`config.mk`:
```
export PLATFORM = sky130hd
export DESIGN_NAME = sorted_list_insert_remove
export DESIGN_NICKNAME = d
export VERILOG_FILES = /design/src/rtl/sli_pkg.sv /design/src/rtl/sorted_list_insert_remove.sv /design/src/rtl/sli_ctrl.sv /design/src/rtl/sli_dpath.sv
export SDC_FILE = /design/constraint.sdc
export NUM_CORES = 2
export LEC_CHECK = 0
export BUFFER_PORTS_ARGS = -buffer_cell sky130_fd_sc_hd__buf_2
export CORE_MARGIN = 5
export CORE_UTILIZATION = 55
export DETAILED_ROUTE_END_ITERATION = 12
export PLACE_DENSITY = 0.79
export SLEW_MARGIN = 10
export SYNTH_ARGS = -nofsm -noshare
export SYNTH_HDL_FRONTEND = slang
export SYNTH_HIERARCHICAL = 1
export SYNTH_SLANG_ARGS = --single-unit
```
`constraint.sdc`:
```
create_clock -name i_clk -period 10.22 [get_ports i_clk]
set_input_delay 1.533 -clock i_clk [delete_from_list [all_inputs] [get_ports i_clk]]
set_output_delay 1.533 -clock i_clk [all_outputs]
set_load 0.02 [all_outputs]
```
`src/rtl/sli_pkg.sv`:
```
`default_nettype none

package sli_pkg;

    // Store size and derived widths
    localparam int CAPACITY = 16;
    localparam int IDX_W    = (CAPACITY > 1) ? $clog2(CAPACITY) : 1;
    localparam int CNT_W    = $clog2(CAPACITY + 1);
    localparam int VAL_W    = 32;
    localparam int ACT_W    = 2;
    localparam int STS_W    = 3;

    // Action codes
    localparam logic [ACT_W-1:0] ACT_INSERT = 2'd0;
    localparam logic [ACT_W-1:0] ACT_REMOVE = 2'd1;
    localparam logic [ACT_W-1:0] ACT_DUMP   = 2'd2;

    // Result status codes
    localparam logic [STS_W-1:0] ST_OK        = 3'd0;
    localparam logic [STS_W-1:0] ST_FULL      = 3'd1;
    localparam logic [STS_W-1:0] ST_NOT_FOUND = 3'd2;
    localparam logic [STS_W-1:0] ST_ENTRY     = 3'd3;
    localparam logic [STS_W-1:0] ST_EMPTY     = 3'd4;

    // Controller to datapath
    typedef struct packed {
        logic capture;     // latch the incoming action and value
        logic apply;       // run insert or remove and load its result
        logic emit_empty;  // load the empty-list result
        logic emit_entry;  // load the dump entry at the read index, advance it
    } t_cmd;

    // Datapath to controller
    typedef struct packed {
        logic [ACT_W-1:0] action;
        logic             out_free;
        logic             empty;
        logic             dump_last;
    } t_stat;

endpackage

`default_nettype wire

```
`src/rtl/sorted_list_insert_remove.sv`:
```
`default_nettype none

// Sorted list of up to sli_pkg::CAPACITY signed 32-bit values, kept in
// ascending order in a row of compare cells. Insert (action 0) places the value
// ahead of the first stored value that is greater than or equal to it, so
// duplicates are kept; a full list answers "full" and drops the value. Remove
// (action 1) deletes the first equal value or answers "not found". Dump
// (action 2) streams every stored value in order with o_last on the final one,
// or a single "list empty" transfer. Action code 3 is taken and dropped with
// no result. Every cell compares against the latched value in parallel, so an
// insert or remove completes in a single update after the input transfer,
// taken once the output register is free. A dump streams its entries one per
// cycle through the single read mux on the cell row while the output is not
// stalled. The input stalls while an item is in progress; a finished result
// waiting in the output register does not block the next transfer in.

module sorted_list_insert_remove (
    input  wire logic                             i_clk,
    input  wire logic                             i_rst_n,
    input  wire logic                             i_in_valid,
    output logic                                  o_in_stall,
    input  wire logic [sli_pkg::ACT_W-1:0]        i_action,
    input  wire logic signed [sli_pkg::VAL_W-1:0] i_value,
    output logic                                  o_out_valid,
    input  wire logic                             i_out_stall,
    output logic [sli_pkg::STS_W-1:0]             o_status,
    output logic signed [sli_pkg::VAL_W-1:0]      o_entry,
    output logic                                  o_last
);

    // command and status between controller and datapath
    sli_pkg::t_cmd  cmd;
    sli_pkg::t_stat stat;

    // Sequence each item: capture, update or stream, return to idle
    sli_ctrl u_ctrl (
        .i_clk      (i_clk),
        .i_rst_n    (i_rst_n),
        .i_in_valid (i_in_valid),
        .i_stat     (stat),
        .o_cmd      (cmd),
        .o_in_stall (o_in_stall)
    );

    // Hold the cell row, fill count, latched item and output register
    sli_dpath u_dpath (
        .i_clk       (i_clk),
        .i_rst_n     (i_rst_n),
        .i_cmd       (cmd),
        .i_action    (i_action),
        .i_value     (i_value),
        .i_out_stall (i_out_stall),
        .o_stat      (stat),
        .o_out_valid (o_out_valid),
        .o_status    (o_status),
        .o_entry     (o_entry),
        .o_last      (o_last)
    );

endmodule

`default_nettype wire

```
`src/rtl/sli_ctrl.sv`:
```
`default_nettype none

module sli_ctrl (
    input  wire logic          i_clk,
    input  wire logic          i_rst_n,
    input  wire logic          i_in_valid,
    input  wire sli_pkg::t_stat i_stat,
    output sli_pkg::t_cmd      o_cmd,
    output logic               o_in_stall
);

    localparam logic [1:0] S_IDLE = 2'd0;
    localparam logic [1:0] S_EXEC = 2'd1;
    localparam logic [1:0] S_DUMP = 2'd2;

    logic [1:0] r_state;
    logic [1:0] n_state;

    always_comb begin
        n_state = r_state;
        o_cmd   = '0;
        unique case (r_state)
            S_IDLE: begin
                if (i_in_valid) begin
                    o_cmd.capture = 1'b1;
                    n_state       = S_EXEC;
                end
            end
            S_EXEC: begin
                unique case (i_stat.action) inside
                    sli_pkg::ACT_INSERT, sli_pkg::ACT_REMOVE: begin
                        if (i_stat.out_free) begin
                            o_cmd.apply = 1'b1;
                            n_state     = S_IDLE;
                        end
                    end
                    sli_pkg::ACT_DUMP: begin
                        if (i_stat.out_free) begin
                            if (i_stat.empty) begin
                                o_cmd.emit_empty = 1'b1;
                                n_state          = S_IDLE;
                            end else begin
                                o_cmd.emit_entry = 1'b1;
                                n_state          = i_stat.dump_last ? S_IDLE : S_DUMP;
                            end
                        end
                    end
                    default: begin
                        // unused action code: drop the item
                        n_state = S_IDLE;
                    end
                endcase
            end
            S_DUMP: begin
                if (i_stat.out_free) begin
                    o_cmd.emit_entry = 1'b1;
                    if (i_stat.dump_last) begin
                        n_state = S_IDLE;
                    end
                end
            end
            default: begin
                n_state = S_IDLE;
            end
        endcase
    end

    always_ff @(posedge i_clk) begin
        if (!i_rst_n) begin
            r_state <= S_IDLE;
        end else begin
            r_state <= n_state;
        end
    end

    assign o_in_stall = (r_state != S_IDLE);

endmodule

`default_nettype wire

```
`src/rtl/sli_dpath.sv`:
```
`default_nettype none

module sli_dpath (
    input  wire logic                        i_clk,
    input  wire logic                        i_rst_n,
    input  wire sli_pkg::t_cmd               i_cmd,
    input  wire logic [sli_pkg::ACT_W-1:0]   i_action,
    input  wire logic signed [sli_pkg::VAL_W-1:0] i_value,
    input  wire logic                        i_out_stall,
    output sli_pkg::t_stat                   o_stat,
    output logic                             o_out_valid,
    output logic [sli_pkg::STS_W-1:0]        o_status,
    output logic signed [sli_pkg::VAL_W-1:0] o_entry,
    output logic                             o_last
);

    localparam int CAP = sli_pkg::CAPACITY;
    localparam int CW  = sli_pkg::CNT_W;
    localparam int IW  = sli_pkg::IDX_W;
    localparam int VW  = sli_pkg::VAL_W;

    // Cell row and fill count
    logic signed [VW-1:0] r_cell [CAP];
    logic signed [VW-1:0] n_cell [CAP];
    logic [CW-1:0]        r_count;
    logic [CW-1:0]        n_count;

    // Latched item
    logic [sli_pkg::ACT_W-1:0] r_action;
    logic signed [VW-1:0]      r_value;
    logic [IW-1:0]             r_idx;

    // Output register
    logic                      r_out_valid;
    logic [sli_pkg::STS_W-1:0] r_status;
    logic signed [VW-1:0]      r_entry;
    logic                      r_last;

    logic [CAP-1:0] cell_valid;
    logic [CAP-1:0] ge;        // cell at or past the insert point
    logic [CAP-1:0] eq;        // stored cell equals the value
    logic [CAP-1:0] hit_upto;  // a match at this cell or before it
    logic           full;
    logic           found;
    logic           out_free;
    logic           dump_last;

    assign full      = (r_count == CW'(CAP));
    assign found     = hit_upto[CAP-1];
    assign out_free  = !r_out_valid || !i_out_stall;
    assign dump_last = ({1'b0, r_idx} + CW'(1)) == r_count;

    genvar k;
    generate
        for (k = 0; k < CAP; k++) begin : g_cell
            assign cell_valid[k] = r_count > CW'(k);
            assign ge[k] = !cell_valid[k] || (r_cell[k] >= r_value);
            assign eq[k] = cell_valid[k] && (r_cell[k] == r_value);
            assign hit_upto[k] = |eq[k:0];
        end
    endgenerate

    always_comb begin
        for (int j = 0; j < CAP; j++) begin
            n_cell[j] = r_cell[j];
        end
        n_count = r_count;
        if (i_cmd.apply) begin
            if (r_action == sli_pkg::ACT_INSERT) begin
                if (!full) begin
                    n_count = r_count + CW'(1);
                    if (ge[0]) begin
                        n_cell[0] = r_value;
                    end
                    for (int j = 1; j < CAP; j++) begin
                        if (ge[j]) begin
                            n_cell[j] = ge[j-1] ? r_cell[j-1] : r_value;
                        end
                    end
                end
            end else if (found) begin
                n_count = r_count - CW'(1);
                for (int j = 0; j < CAP - 1; j++) begin
                    if (hit_upto[j]) begin
                        n_cell[j] = r_cell[j+1];
                    end
                end
            end
        end
    end

    always_ff @(posedge i_clk) begin
        for (int j = 0; j < CAP; j++) begin
            r_cell[j] <= n_cell[j];
        end
        if (i_cmd.capture) begin
            r_action <= i_action;
            r_value  <= i_value;
        end
        if (i_cmd.apply) begin
            r_entry <= '0;
            r_last  <= 1'b1;
            if (r_action == sli_pkg::ACT_INSERT) begin
                r_status <= full ? sli_pkg::ST_FULL : sli_pkg::ST_OK;
            end else begin
                r_status <= found ? sli_pkg::ST_OK : sli_pkg::ST_NOT_FOUND;
            end
        end else if (i_cmd.emit_empty) begin
            r_status <= sli_pkg::ST_EMPTY;
            r_entry  <= '0;
            r_last   <= 1'b1;
        end else if (i_cmd.emit_entry) begin
            r_status <= sli_pkg::ST_ENTRY;
            r_entry  <= r_cell[r_idx];
            r_last   <= dump_last;
        end
    end

    always_ff @(posedge i_clk) begin
        if (!i_rst_n) begin
            r_count     <= '0;
            r_idx       <= '0;
            r_out_valid <= 1'b0;
        end else begin
            r_count <= n_count;
            if (i_cmd.capture) begin
                r_idx <= '0;
            end else if (i_cmd.emit_entry) begin
                r_idx <= r_idx + IW'(1);
            end
            if (i_cmd.apply || i_cmd.emit_empty || i_cmd.emit_entry) begin
                r_out_valid <= 1'b1;
            end else if (!i_out_stall) begin
                r_out_valid <= 1'b0;
            end
        end
    end

    assign o_stat.action    = r_action;
    assign o_stat.out_free  = out_free;
    assign o_stat.empty     = (r_count == '0);
    assign o_stat.dump_last = dump_last;

    assign o_out_valid = r_out_valid;
    assign o_status    = r_status;
    assign o_entry     = r_entry;
    assign o_last      = r_last;

endmodule

`default_nettype wire

```
Word level (Yosys, flattened, before mapping)
Memory sizes are Yosys's and may differ from the RTL's. A register that Yosys moved wholly into a read port is not among the register bits. Cells that the tools add are included.

Muxes and demuxes: 81. $add $sub $neg: 4. Reductions and logical operators: 79. Equal/unequal tests: 29. Bitwise gates (word level): 1. Order comparisons: 32.

Operators by type and width (count): $mux 32 (47); $mux 512 (2); $mux 480 (2); $eq 32x32->1 (16); $ge 32x32->1 (16); $gt 5x4->1 const B (8); $mux 2 (11); $gt 5x3->1 const B (4); $logic_or 1x1->1 (19); $logic_not 1->1 (18); $logic_and 1x1->1 (16); $reduce_or 16->1 (1); $mux 5 (3); $reduce_or 15->1 (1); $reduce_or 14->1 (1); $reduce_or 13->1 (1); $mux 3 (4); $reduce_or 12->1 (1); $reduce_or 11->1 (1); $gt 5x1->1 const B (2); $gt 5x2->1 const B (2); $reduce_or 10->1 (1); $mux 1 (9); $reduce_or 9->1 (1); 28 further kinds (39).

Logic and storage cells: 235. Bits of input ports: 38. Memories: 1. Output and inout port bits: 38. Bits in writable memories: 512. Flip-flop bits (word level): 50.

Memory list: u_dpath.r_cell (depth 16, width 32, read ports 17, clocked after memory_dff 1, write ports 16, line sli_dpath.sv:23) `logic signed [VW-1:0] r_cell [CAP];`.

Depth between registers and ports, before layout
Word-level depth: 8. Depth in mapped cells: 13. Mapped depth without buffers: 10.

By module
The synthesis kept the hierarchy.

By module, submodules not included: sli_dpath (cells an instance 4140, times used 1, area each 43890.8 sq um, seq. area each 17346.6 sq um); sli_ctrl (cells an instance 31, times used 1, area each 247.7 sq um, seq. area each 40.0 sq um).

Worst setup path after synthesis
OpenSTA, ideal clock, no wires.

Kind: reg-to-reg. Start point: register u_dpath/r_value[1] (netlist name). End point: memory u_dpath/r_cell[9][0] (netlist name) (enable). Required time: 9.750 ns. Setup time: 0.470 ns. Period minus slack after synthesis: 5.696 ns. Arrival time: 5.226 ns. Path buffers: 2. Slack: 4.524 ns. Cell stages (with the launch flop): 13. Cells stage by stage: edfxtp_1 clkbuf_1 inv_2 ha_1 nor2b_1 o21a_1 o21ai_0 a21oi_1 o41ai_1 mux2i_2 clkbuf_1 nor2_1 a211oi_1.

RTL lines (line): end: declaration (sli_dpath.sv:23).

==> reports/summary.txt <==
outcome = finished, violations left
failing checks = slew limit
f_max = 169 MHz
clock latency at the later pin of the worst-skew pair = 0.63 ns
# Post-CTS Setup Buffers = 0
Clock Sinks = 594
H-Tree Depth = 3
Placement Rows = 103
max_cap viols = 0
Power, Total = 6.46 mW
worst setup margin = 4.32 ns
drt wl/cell = 33.8 microns
Initial Util = 55.7%
post-CTS sizing = 0
crit path capture type = flop
largest fanout on the critical path = 24
Post-synth EDFFs = 549
final WL = 176 mm
path type of the worst min-delay path = flop to flop
TNS Setup = 0 ns
most used flip-flop cell after synthesis = edfxtp_1
DRT antenna net count = 0
Slew Viols, Final = 30
Bufs on Longest Clock Path = 3
Hold Buf Count CTS = 0
die height = 293 microns
hold slack final = 0.445 ns
Slowest-stage cell, CP = a211oi_4
Crit path required time = 10.49 ns
gr ovfl total = 0
setup violators final = 0
max_slew headroom = -0.619%
multi-input logic area = 25400 sq um
DR iter-0 viols = 7496
Clock Tree Root = clkbuf_16
minimum clock period = 5.90 ns
crit path kind = flop to flop
Fin. Hold Viols = 0
PortBufs = 75
critical path's largest stage delay = 1.04 ns
Area Growth Syn to Fin = 8.20%
Syn Inst Count = 4171
flops & latches, synth = 594
post-layout util = 60.3%
CP Cell Sequence = inv_2 > ha_1 > nand4_1 > nor4_1 > nand4_1 > o21ai_0 > nor4_1 > a21oi_4 > inv_2 > a211oi_4 > buf_4
fin cells = 5200
First-pass DRT Iterations = 9
area leader, netlist = edfxtp_1
Arrival @ worst endpoint = 6.17 ns
startpoint types = flop
via/cell ratio = 7.58
Final #Nets = 4655
Leakage = 18.4 nW
register area share after synthesis = 39.4%
synth unique cells = 80
Worst Tran Pin Value = 1.51 ns
total number of vias = 39.4k
synthesized area per cell = 10.6 sq um
peak supply drop = 0.116 mV
initial antenna violation count = 13
share of cells above drive strength 1 = 12.6%
Die X = 293 microns
dpl cells = 5070
HPWL Detailed = 117 mm
largest net degree at the start of global routing = 248
placed cell area = 45400 sq um
core area = 79300 sq um
DP Worst Slack = 4.58 ns
GPL Wtd Cong = 1.04
share of the synthesized area in the top cell type = 37.4%
FILL cells = 6364
Synth area leaders = edfxtp_1 (37%), ha_1 (15%), mux4_2 (8.2%)
Tcrit/Tclk final = 57.7%
synthesized area = 44100 sq um
total nets after synthesis = 4733
total CTS buffers = 71
Total Die Area = 86000 sq um
Ys Warns = 6
Total GRT Usage = 39.5%
DRC = 0
first-pass GRT wire length = 255 mm
vias in the first global route = 36.8k
Worst Skew = 0.0249 ns
CTS tree = built
io pins = 76
design area = 47800 sq um
FFs w/ async S/R, synth = 0%
Worst-path clk slew = 0.06 ns
RSZ-0062 raised after global routing = false
power density cells = 135 nW/um^2
sequential standard cell area = 17400 sq um
[synthesized netlist by cell type (35+ instances only)]
cell / instances
a21o_1: 71
a21oi_1: 187
buf_2: 48
clkbuf_1: 214
dfxtp_1: 45
edfxtp_1: 549
ha_1: 524
inv_1: 77
mux2_2: 35
mux2i_1: 246
mux4_2: 160
nand2_1: 602
nand3_1: 272
nand4_1: 113
nor2_1: 84
o21ai_0: 356
o311ai_0: 219
[per-layer routing]
metal  track usage [%]  vias up  share of wire, %
met5                 0        -             0.073
met4              20.8       18               7.0
met3              13.5      757                17
met2              55.2     3760                40
met1              54.6    18700                36
li1                  -    16200                 -
[worst paths after layout]
| path | start | to | slack [ns] | cells past startpoint |
|---|---|---|---|---|
| setup / recovery | u_dpath/r_value[27] | u_dpath/r_cell[1][16] | 4.32 | 11 |
| hold / removal | u_dpath/o_entry[1] | u_dpath/o_entry[1] | 0.45 | 2 |
| setup reg to reg | u_dpath/r_value[27] | u_dpath/r_cell[1][16] | 4.32 | 11 |
| hold reg to reg | u_dpath/o_entry[1] | u_dpath/o_entry[1] | 0.45 | 2 |
[registers in the layout, summed over array words and instances, names as in the netlist]
| register | cells |
|---|---|
| u_dpath/o_entry | 32 |
| u_dpath/r_cell | 512 |
| u_dpath/o_last | 1 |
| u_dpath/o_out_valid | 1 |
| u_dpath/r_action | 2 |
| u_ctrl/r_state | 2 |
| u_dpath/r_count | 5 |
| u_dpath/r_value | 32 |
| u_dpath/o_status | 3 |
| u_dpath/r_idx | 4 |
[where the power goes]
group | total [mW] | internal (mW) | switching, mW
clock network | 2.61 | 1.52 | 1.09
logic | 1.06 | 0.325 | 0.730
registers | 2.79 | 2.72 | 0.0711
[cells by family (layout without fill, tap and decap cells)]
kind of cell	after synthesis	in the layout	share of synthesized area, %
AND/OR/NAND/NOR	1222	1222	12.8
AO/OA/AOI/OAI	982	982	14.4
flip-flops	594	594	39.4
adder cells (fa/ha/maj)	524	524	14.9
multiplexers	443	443	14.7
buffers and inverters	397	374	3.65
XOR/XNOR	9	9	0.179
other	0	2	0
[cell type report]
class                      instances  area share (%)
antenna                            2          0.0105
clock buffer                      89            4.03
clock inverter                    39           0.820
inverter                         109           0.857
multi-input combinational       3180            53.3
sequential                       594            36.4
tap                             1050            2.75
timing repair buffer             137            1.84
[worst max-delay path: cells and delay by family (launching register included)]
kind,cells,cell delay [ns]
fa+ha+maj,1,0.42
flops,1,0.56
compound gates,3,1.71
buf+inv,3,1.11
simple gates,4,1.68
[placed cells by master (no fill, tap or decap), types with 78 or more instances in the layout]
master / netlist / routed
nor2_1: 84 / 78
nand4_1: 113 / 113
nand2_1: 602 / 601
a21oi_1: 187 / 187
nand3_1: 272 / 270
o21ai_0: 356 / 356
mux4_2: 160 / 160
mux2i_1: 246 / 240
edfxtp_1: 549 / 549
o311ai_0: 219 / 218
ha_1: 524 / 524
(Power assumes the default switching activity.)
